### src/sv/msicc_pkg.sv
// ----------------------------------------------------------------------------
// msicc_pkg
// Shared types, codes and default sizes for the MSI/E set-associative cache
// controller: line states, directory request codes, operation codes, the
// controller state encoding and the control/status bundles.
// ----------------------------------------------------------------------------
package msicc_pkg;

	// default geometry
	localparam int DEF_NUM_SETS   = 64;
	localparam int DEF_NUM_WAYS   = 4;
	localparam int DEF_LINE_BYTES = 64;
	localparam int DEF_ADDR_BITS  = 32;

	// fixed field widths
	localparam int ADDR_W    = 32;
	localparam int BLOCK_W   = 26;
	localparam int PID_W     = 4;
	localparam int APB_DW    = 32;
	localparam int PADDR_W   = 2;

	localparam logic [PADDR_W-1:0] REG_PROC_ID = 2'd0;

	typedef enum logic [1:0] {
		OP_READ  = 2'd0,
		OP_WRITE = 2'd1,
		OP_INVAL = 2'd2,
		OP_INTV  = 2'd3
	} op_t;

	typedef enum logic [1:0] {
		LS_I = 2'd0,
		LS_S = 2'd1,
		LS_E = 2'd2,
		LS_M = 2'd3
	} line_st_t;

	typedef enum logic [1:0] {
		REQ_NONE    = 2'd0,
		REQ_READ    = 2'd1,
		REQ_READX   = 2'd2,
		REQ_UPGRADE = 2'd3
	} dir_req_t;

	typedef enum logic [3:0] {
		S_CLEAR  = 4'b0001,
		S_IDLE   = 4'b0010,
		S_LOOKUP = 4'b0100,
		S_UPDATE = 4'b1000
	} ctrl_state_t;

	typedef struct packed {
		logic accept;     // latch request, read set rows
		logic clear_en;   // write one cleared row of line state and LRU ranks
		logic lookup_en;  // register tag compare and victim choice
		logic update_en;  // write back the set, register the result
	} dp_cmd_t;

	typedef struct packed {
		logic clear_last;
	} dp_status_t;

endpackage

### src/sv/msicc_ctrl.sv
// ----------------------------------------------------------------------------
// msicc_ctrl
// Sequencer for the cache controller: clearing pass after reset, then
// accept -> lookup -> update for each request.
// ----------------------------------------------------------------------------
module msicc_ctrl (
	input  logic                   clk,
	input  logic                   arst_n,
	input  logic                   start,
	output logic                   busy,
	output msicc_pkg::dp_cmd_t     cmd,
	input  msicc_pkg::dp_status_t  status
);

	msicc_pkg::ctrl_state_t state_q, state_d;

	always_comb begin
		state_d       = state_q;
		cmd           = '0;
		case (state_q)
			msicc_pkg::S_CLEAR: begin
				cmd.clear_en = 1'b1;
				if (status.clear_last) begin
					state_d = msicc_pkg::S_IDLE;
				end
			end
			msicc_pkg::S_IDLE: begin
				if (start) begin
					cmd.accept = 1'b1;
					state_d    = msicc_pkg::S_LOOKUP;
				end
			end
			msicc_pkg::S_LOOKUP: begin
				cmd.lookup_en = 1'b1;
				state_d       = msicc_pkg::S_UPDATE;
			end
			msicc_pkg::S_UPDATE: begin
				cmd.update_en = 1'b1;
				state_d       = msicc_pkg::S_IDLE;
			end
			default: begin
				state_d = msicc_pkg::S_CLEAR;
			end
		endcase
	end

	assign busy = (state_q != msicc_pkg::S_IDLE);

	always_ff @(posedge clk or negedge arst_n) begin
		if (!arst_n) begin
			state_q <= msicc_pkg::S_CLEAR;
		end else begin
			state_q <= state_d;
		end
	end

endmodule

### config.mk
export PLATFORM = sky130hd
export DESIGN_NAME = msicc_ctrl
export DESIGN_NICKNAME = d
export VERILOG_FILES = /design/src/sv/msicc_pkg.sv /design/src/sv/msicc_ctrl.sv
export SDC_FILE = /design/constraint.sdc
export NUM_CORES = 1
export LEC_CHECK = 0
export BUFFER_PORTS_ARGS = -buffer_cell sky130_fd_sc_hd__buf_2
export CAP_MARGIN = 0
export CORE_AREA = 2 2 39 41
export CTS_BUF_LIST = sky130_fd_sc_hd__clkbuf_16
export DETAILED_ROUTE_END_ITERATION = 8
export DIE_AREA = 0 0 41 43
export SLEW_MARGIN = 10
export SYNTH_ARGS = -nofsm -noshare
export SYNTH_HDL_FRONTEND = slang
export SYNTH_SLANG_ARGS = --single-unit
### constraint.sdc
create_clock -name clk -period 1.2 [get_ports clk]
set_clock_uncertainty 0.1 [all_clocks]
set_input_delay 0 -clock clk [delete_from_list [all_inputs] [get_ports clk]]
set_output_delay 0 -clock clk [all_outputs]
set_load 0.02 [all_outputs]
==> results by group, run 1 <==
Route
  – Via Count: approximately 260
  – ANT nets after route: 0
  – DRC viols: 0
  – First-pass detailed-route iteration total: 4
  – Avg Vias per Cell: between 4 and 5
  – DRT iter0 DRCs: 3
  – WL final: between 700 and 800 microns
  – DR WL/cell: ~13 microns

Yosys
  – Seq cells post-synth: 4
  – Cell count after synthesis: 26
  – Dominant cells by area after synthesis: dfrtp_1, nor4b_1, dfstp_2
  – Mapped Avg Cell Area: ~9.7 sq um
  – Syn Nets: 30
  – Synth area leader: dfrtp_1
  – Yosys cell types: 15
  – Yosys top cell area share: between 20 and 30%
  – Synth Warn #: 0
  – Mapped Area: ~250 sq um
  – Register area share after synthesis: 40.1%

Layout
  – Leading cell type in the layout, fill and taps excluded: buf_4
  – Largest Register: state_q
  – Nets: 48
  – Non-filler cells, final: around 60
  – Most frequent cells in the layout: buf_4, nor4b_2, clkbuf_16, buf_2, dfrtp_2
  – Ant. Diodes: 0
  – Post-route cell area: roughly 500 sq um
  – Max reg flops: 4
  – Core Util, Final: between 30% and 40%
  – Area occupied by multi-input gates: around 180 sq um
  – Filler cells: around 150
  – Area delta synth->final: 99.0%
  – Largest registers: state_q: 4 flops
  – Share of layout cells above drive strength 1: roughly 65%
  – Sequential cell area: ~110 sq um

Floorplanning
  – Die ar.: between 1500 and 2000 sq um
  – Die Height: between 40 and 50 microns
  – Core ar.: between 1000 and 1500 sq um
  – I/O pin total: 9
  – Die span in x: 41 microns
  – Starting density of the core: around 18%
  – # rows: 14

Clock network
  – Max Root-Sink Buffers: 2
  – Reg clk slew, reported paths: roughly 0.030 ns
  – Clock Sink Count: 4
  – Skew-Pair Late Insertion Delay: 0.23 ns
  – CTS H-tree depth: 1
  – Root Buffer: clkbuf_16
  – CTS tree: built
  – Clock buffer count from CTS: 3

STA
  – Setup tns final: -0.412 ns
  – Final Hold Viols: 0
  – Hold slack final: 0.00810 ns
  – Tcrit/Tclk final: 110%
  – Final Setup Violations: 6
  – Slew HR: 84.7%
  – Worst-margin pin slew: approximately 0.23 ns
  – Fmax: 758 MHz
  – Final worst slack: -0.119 ns
  – RSZ-0062 raised after global routing: true
  – Minimum clock period: around 1.3 ns
  – Fin. max-slew vios: 0

GRT
  – First-pass GRT wire length: roughly 1200 microns
  – Initial antenna violation count: 0
  – Vias in the first global route: between 200 and 300
  – Met2 Resource Use GR: approximately 16%
  – Largest net degree at the start of global routing: 10
  – Overall routing resource usage: 11.3%
  – Most used routing layer: met2
  – Routing usage on met3: approximately 3.1%
  – Remaining Overflow, GRT: 0
  – M1 GR Usage: 11.6%

Power and ir drop
  – Worst VDD drop: around 0.71 mV
  – Pwr dens: between 2000 and 3000 nW/um^2
  – Overall power: ~1.3 mW
  – Leakage: around 0.22 nW

Placement
  – Placed insts: between 40 and 50
  – # port buffers: 8
  – Area after DPL: approximately 290 sq um
  – Routability cong.: just over 0.7
  – DP Worst Slack: approximately 0.07 ns
  – Post-DP HPWL: ~380 microns

Worst setup path
  – Critical Path, Cell by Cell: nor4b_4 > buf_4
  – Reg2Reg Depth: 3
  – Kind of critical path: flip-flop to primary output
  – Cell family with most CP delay: flip-flops
  – R2r setup slk: -0.08 ns
  – R2R Path End: state_q[0]
  – WP depth: 2
  – Reg-to-reg startpoint: state_q[0]
  – Crit path arrival time: around 1.2 ns
  – Critical path endpoint: cmd[2]
  – CP max FO: 5
  – Crit-path max cell delay: approximately 0.6 ns
  – Critical-path top delay cell: dfstp_2
  – Crit path capture type: primary output
  – CP Launch Type: flip-flop
  – Sum of buffers and inverters on the critical path: 1
  – Worst Path Required: 1.10 ns
  – Crit. Startpoint: state_q[0]

Outcome
  – Run status: complete, but fails checks
  – Failing checks: setup timing

Flow run
  – Maxcap violations: 0

Min path
  – Hold crit path type: input pin to asynchronous set/reset pin
## power breakdown
| group | switching, mW | leakage [nW] | internal (mW) |
|---|---|---|---|
| logic | 0.181 | 0.133 | 0.264 |
| clock network | 0.104 | 0.0423 | 0.431 |
| registers | 0.104 | 0.0465 | 0.190 |
## synth_stat cells (all sizes together)
| cell type | count |
|---|---|
| a31oi | 1 |
| dfstp | 1 |
| dfrtp | 3 |
| buf | 3 |
| nor2 | 3 |
| and3 | 2 |
| nor2b | 1 |
| xor2 | 1 |
| o21ai | 2 |
| nand2 | 3 |
| o22a | 1 |
| nor4b | 4 |
| nand4bb | 1 |
## layer usage
| metal | vias to the layer above | share of wire (%) |
|---|---|---|
| met5 | - | 0 |
| met4 | 0 | 2.3 |
| met3 | 2 | 1.2 |
| met2 | 4 | 55 |
| met1 | 130 | 42 |
| li1 | 127 | - |
## what timing repair did
action                                  in CTS  in global routing
buffers inserted                             6                  0
hold buffers                                 2                  0
pin swaps                                    1                  2
gates resized for setup                      6                 13
hold endpoints to repair                     6                  0
endpoints found under the setup margin       5                  8
## worst reg2reg max path: stages (launching register included)
cell,delay (ns)
dfstp_2,0.61
buf_4,0.15
nand4bb_1,0.12
o22a_1,0.22
## cells by family (layout without fill, tap and decap cells)
kind of cell	Yosys count	after routing	share of synthesized area (%)
buffers and inverters	3	20	10.9
xor gates and xnor gates	1	1	3.47
AOI/OAI and AO/OA	4	4	9.90
DFF	4	4	40.1
and+or+nand+nor	14	14	35.6
## how the worst min path moves through the flow
| stage | start | end | slack (ns) | depth (start not counted) |
|---|---|---|---|---|
| finish | arst_n | state_q[2] | 0.008 | 2 |
| global route | arst_n | state_q[2] | 0.04 | 2 |
| CTS | status | state_q[1] | 0.01 | 3 |
| detailed placement | arst_n | state_q[2] | -0.29 | 1 |
| global placement | arst_n | state_q[3] | -0.29 | 1 |
| floorplan | arst_n | state_q[1] | -0.40 | 0 |
## layout make-up
class	instances	area share, %
Clock buffer	3	14.9
Clock inverter	1	0.746
Multi-Input combinational cell	19	35.3
Sequential cell	4	20.9
Tap cell	16	3.98
Timing Repair Buffer	16	24.1
(Power assumes the default switching activity.)
==> inputs of run 2 (changes only) <==
--- a/config.mk
+++ b/config.mk
@@ -7,10 +7,13 @@
 export LEC_CHECK = 0
 export BUFFER_PORTS_ARGS = -buffer_cell sky130_fd_sc_hd__buf_2
 export CAP_MARGIN = 0
+export CELL_PAD_IN_SITES_DETAIL_PLACEMENT = 1
+export CELL_PAD_IN_SITES_GLOBAL_PLACEMENT = 1
 export CORE_AREA = 2 2 39 41
 export CTS_BUF_LIST = sky130_fd_sc_hd__clkbuf_16
 export DETAILED_ROUTE_END_ITERATION = 8
 export DIE_AREA = 0 0 41 43
+export PLACE_DENSITY_LB_ADDON = 0.1
 export SLEW_MARGIN = 10
 export SYNTH_ARGS = -nofsm -noshare
 export SYNTH_HDL_FRONTEND = slang
==> results by group, run 2 (synthesis results as in run 1) <==
Outcome
  – Run status: complete, but fails checks
  – Failing checks: setup timing

Floorplanning
  – Die span in x: 41 microns
  – I/O pin total: 9
  – Die ar.: about 1800 sq um
  – # rows: 14
  – Die Height: ~43 microns
  – Starting density of the core: between 15 and 20%
  – Core ar.: about 1400 sq um

Flow run
  – Maxcap violations: 0

Route
  – First-pass detailed-route iteration total: 1
  – ANT nets after route: 0
  – Avg Vias per Cell: ~4.2
  – DRT iter0 DRCs: 0
  – DR WL/cell: ~12 microns
  – Via Count: approximately 260
  – DRC viols: 0
  – WL final: ~760 microns

Worst setup path
  – Crit path arrival time: ~1.2 ns
  – Sum of buffers and inverters on the critical path: 1
  – Critical-path top delay cell: dfstp_2
  – Cell family with most CP delay: flip-flops
  – Kind of critical path: flip-flop to primary output
  – Crit path capture type: primary output
  – Crit-path max cell delay: around 0.60 ns
  – CP Launch Type: flip-flop
  – Worst Path Required: approximately 1.1 ns
  – CP max FO: 6
  – Critical Path, Cell by Cell: nor4b_4 > buf_4

Layout
  – Non-filler cells, final: just over 60
  – Most frequent cells in the layout: buf_4, buf_2, nor4b_1, clkbuf_16, dfrtp_2
  – Largest Register: state_q
  – Area delta synth->final: 95.0%
  – Share of layout cells above drive strength 1: 62.2%
  – Leading cell type in the layout, fill and taps excluded: buf_4
  – Ant. Diodes: 0
  – Max reg flops: 4
  – Nets: 50
  – Largest registers: state_q: 4 flops

GRT
  – First-pass GRT wire length: ~1200 microns
  – Initial antenna violation count: 0
  – Vias in the first global route: between 200 and 300
  – Largest net degree at the start of global routing: 11
  – Overall routing resource usage: about 11%
  – Remaining Overflow, GRT: 0

STA
  – RSZ-0062 raised after global routing: true
  – Fin. max-slew vios: 0
  – Slew HR: roughly 82%
  – Final Setup Violations: 6
  – Worst-margin pin slew: 0.267 ns
  – Hold slack final: approximately 0.010 ns
  – Tcrit/Tclk final: 109%
  – Final Hold Viols: 0
  – Final worst slack: -0.106 ns
  – Setup tns final: -0.409 ns
  – Fmax: about 770 MHz
  – Minimum clock period: ~1.3 ns

Power and ir drop
  – Pwr dens: 2510 nW/um^2
  – Worst VDD drop: between 0.8 and 0.9 mV
  – Leakage: between 0.2 and 0.25 nW

Min path
  – Hold crit path type: input pin to asynchronous set/reset pin

Placement
  – Placed insts: 47
  – Routability cong.: ~0.73
  – # port buffers: 8

Clock network
  – Max Root-Sink Buffers: 2
  – Skew-Pair Late Insertion Delay: about 0.22 ns
  – Clock Sink Count: 4
  – Reg clk slew, reported paths: roughly 0.030 ns
  – Clock buffer count from CTS: 3
  – CTS H-tree depth: 1
  – Root Buffer: clkbuf_16
  – CTS tree: built
## run 2: changes by cell type in the layout (fill, tap and decap cells not counted), sizes merged
cell | previous run | this run
buf | 14 | 16
## run 2: path summary, 6_finish.rpt
path	slack, ns	cells after the start	start	end
setup / recovery	-0.11	2	state_q[0]	cmd[2]
hold / removal	0.01	2	arst_n	state_q[2]
setup reg to reg	-0.06	4	state_q[3]	state_q[0]
hold reg to reg	0.47	1	state_q[2]	state_q[1]
min in group clk	0.03	3	status	state_q[1]
max in group asynchronous	0.78	2	arst_n	state_q[0]
## run 2: area by class of cell
cell class / instances / area [sq um]
clock buffer: 3 / 75.1
clock inverter: 1 / 3.75
fill: 161 / 891
multi-input combinational: 19 / 154
sequential: 4 / 105
tap: 16 / 20.0
timing repair buffer: 18 / 135
## run 2: timing repair
action,4_1_cts,5_1_grt
buffers inserted,2,6
resized for setup,8,5
hold buffers,2,0
endpoints found under the setup margin,6,7
pin swaps,1,2
endpoints found under the hold margin,5,0
## run 2: power by group
group	switching, mW	internal (mW)	total (mW)
combinational	0.176	0.265	0.441
sequential	0.0876	0.191	0.278
clock	0.0898	0.430	0.519
## run 2: metrics by stage
step / power [mW] / setup WS (ns) / util (%) / instance area, sq um
3_3_place_gp: 0.517 / 0.0416 / 21.1 / 292
6_report: 1.24 / -0.106 / 35.6 / 493
3_5_place_dp: 0.524 / 0.0376 / 21.1 / 292
5_1_grt: 1.31 / -0.152 / 35.6 / 493
4_1_cts: 1.18 / -0.105 / 31.2 / 432
2_1_floorplan: 0.464 / -0.162 / - / 259
## run 2: metal layers
| layer | vias to the layer above | GRT usage (%) | wire length [microns] |
|---|---|---|---|
| met5 | - | 0 | 0 |
| met2 | 2 | 16.3 | 428 |
| met4 | 0 | 10.0 | 0 |
| li1 | 131 | - | - |
| met3 | 0 | 3.14 | 7 |
| met1 | 124 | 12.0 | 323 |
==> inputs of run 3 (changes only) <==
--- a/config.mk
+++ b/config.mk
@@ -13,6 +13,7 @@
 export CTS_BUF_LIST = sky130_fd_sc_hd__clkbuf_16
 export DETAILED_ROUTE_END_ITERATION = 8
 export DIE_AREA = 0 0 41 43
+export HOLD_SLACK_MARGIN = 0.03
 export PLACE_DENSITY_LB_ADDON = 0.1
 export SLEW_MARGIN = 10
 export SYNTH_ARGS = -nofsm -noshare
==> results by group, run 3 (synthesis results as in run 1) <==
Route
  – ANT nets after route: 0
  – DRC viols: 0
  – WL final: between 700 and 800 microns
  – Via Count: ~260
  – DR WL/cell: between 10 and 15 microns
  – DRT iter0 DRCs: 0
  – First-pass detailed-route iteration total: 1
  – Avg Vias per Cell: between 4 and 5

Clock network
  – Max Root-Sink Buffers: 2
  – Clock buffer count from CTS: 3
  – CTS tree: built
  – Root Buffer: clkbuf_16
  – Reg clk slew, reported paths: around 0.03 ns
  – CTS H-tree depth: 1
  – Skew-Pair Late Insertion Delay: 0.22 ns
  – Clock Sink Count: 4

Layout
  – Area delta synth->final: 99.0%
  – Ant. Diodes: 0
  – Max reg flops: 4
  – Largest Register: state_q
  – Share of layout cells above drive strength 1: between 60% and 70%
  – Leading cell type in the layout, fill and taps excluded: buf_4
  – Nets: 51
  – Most frequent cells in the layout: buf_4, buf_2
  – Largest registers: state_q: 4 flops

Worst setup path
  – Critical path endpoint: cmd[2]
  – R2R Path End: state_q[0]
  – Crit path capture type: primary output
  – Reg2Reg Depth: 4
  – CP Launch Type: flip-flop
  – CP max FO: 6
  – Kind of critical path: flip-flop to primary output
  – Crit. Startpoint: state_q[0]
  – Crit path arrival time: between 1 and 1.5 ns
  – Reg-to-reg startpoint: state_q[3]
  – Worst Path Required: around 1.1 ns
  – R2r setup slk: -0.06 ns

GRT
  – Initial antenna violation count: 0
  – Remaining Overflow, GRT: 0
  – First-pass GRT wire length: 1230 microns
  – Largest net degree at the start of global routing: 11
  – Vias in the first global route: ~260
  – Overall routing resource usage: about 11%

STA
  – Fmax: 766 MHz
  – Final Setup Violations: 6
  – Tcrit/Tclk final: 109%
  – Final Hold Viols: 0
  – Slew HR: 81.9%
  – RSZ-0062 raised after global routing: true
  – Fin. max-slew vios: 0
  – Worst-margin pin slew: roughly 0.27 ns
  – Final worst slack: -0.106 ns
  – Minimum clock period: ~1.3 ns
  – Hold slack final: between 0.03 and 0.04 ns

Flow run
  – Maxcap violations: 0

Outcome
  – Run status: complete, but fails checks
  – Failing checks: setup timing

Placement
  – Routability cong.: 0.727
  – # port buffers: 8
  – DP Worst Slack: around 0.038 ns

Power and ir drop
  – Worst VDD drop: between 0.8 and 0.9 mV
  – Leakage: between 0.2 and 0.25 nW
  – Pwr dens: 2470 nW/um^2

Floorplanning
  – Die span in x: between 40 and 50 microns
  – Die Height: around 43 microns
  – Core ar.: ~1400 sq um
  – Starting density of the core: between 10% and 20%
  – Die ar.: between 1500 and 2000 sq um
  – # rows: 14
  – I/O pin total: 9

Min path
  – Hold crit path type: input pin to flip-flop
==> run 3: how the worst min path moves through the flow <==
stage | slack, ns | from | depth (start not counted) | end
floorplan | -0.40 | arst_n | 0 | state_q[1]
CTS | 0.04 | status | 3 | state_q[1]
detailed placement | -0.29 | arst_n | 1 | state_q[3]
global route | 0.08 | status | 3 | state_q[1]
finish | 0.03 | status | 3 | state_q[1]
global placement | -0.29 | arst_n | 1 | state_q[3]
==> run 3: layer usage <==
layer / wire length, microns / part of all wire [%] / up-vias / global-route usage, %
met5: 0 / 0 / - / 0
met4: 0 / 0 / 0 / 10.0
met3: 7 / 0.90 / 0 / 3.14
met2: 432 / 56 / 2 / 16.3
met1: 336 / 43 / 126 / 12.3
li1: - / - / 134 / -
==> run 3: timing repair <==
action	4_1_cts	5_1_grt
endpoints found under the hold margin	6	0
hold buffers	3	0
resized for setup	8	5
pin swaps	1	2
buffers inserted	2	6
endpoints found under the setup margin	6	7
==> run 3: final cells by class <==
cell class	count	area, sq um
flip-flops and latches	4	105
well taps	16	20.0
fillers	160	881
clock buffers	3	75.1
repair buffers	19	145
multi-input cells	19	154
clock inverters	1	3.75
==> run 3: power by group <==
group	leakage, nW	total (mW)	internal, mW	switching (mW)
registers	0.0465	0.279	0.191	0.0887
clock network	0.0423	0.519	0.430	0.0898
logic	0.148	0.444	0.267	0.177
==> run 3: per-stage QoR <==
stage / power, mW / setup TNS (ns) / utilization, % / instances / instance area (sq um)
floorplan: 0.464 / -0.324 / - / 26 / 259
global placement: 0.517 / 0 / 21.1 / 47 / 292
detailed placement: 0.524 / 0 / 21.1 / 47 / 292
CTS: 1.18 / -0.493 / 31.9 / 56 / 442
global route: 1.31 / -0.818 / 36.3 / 62 / 503
finish: 1.24 / -0.414 / 36.3 / 62 / 503
==> run 3: worst max-delay path: stages (launching register included) <==
cell and delay [ns]:
dfstp_2 0.60, nor4b_4 0.21, buf_4 0.17
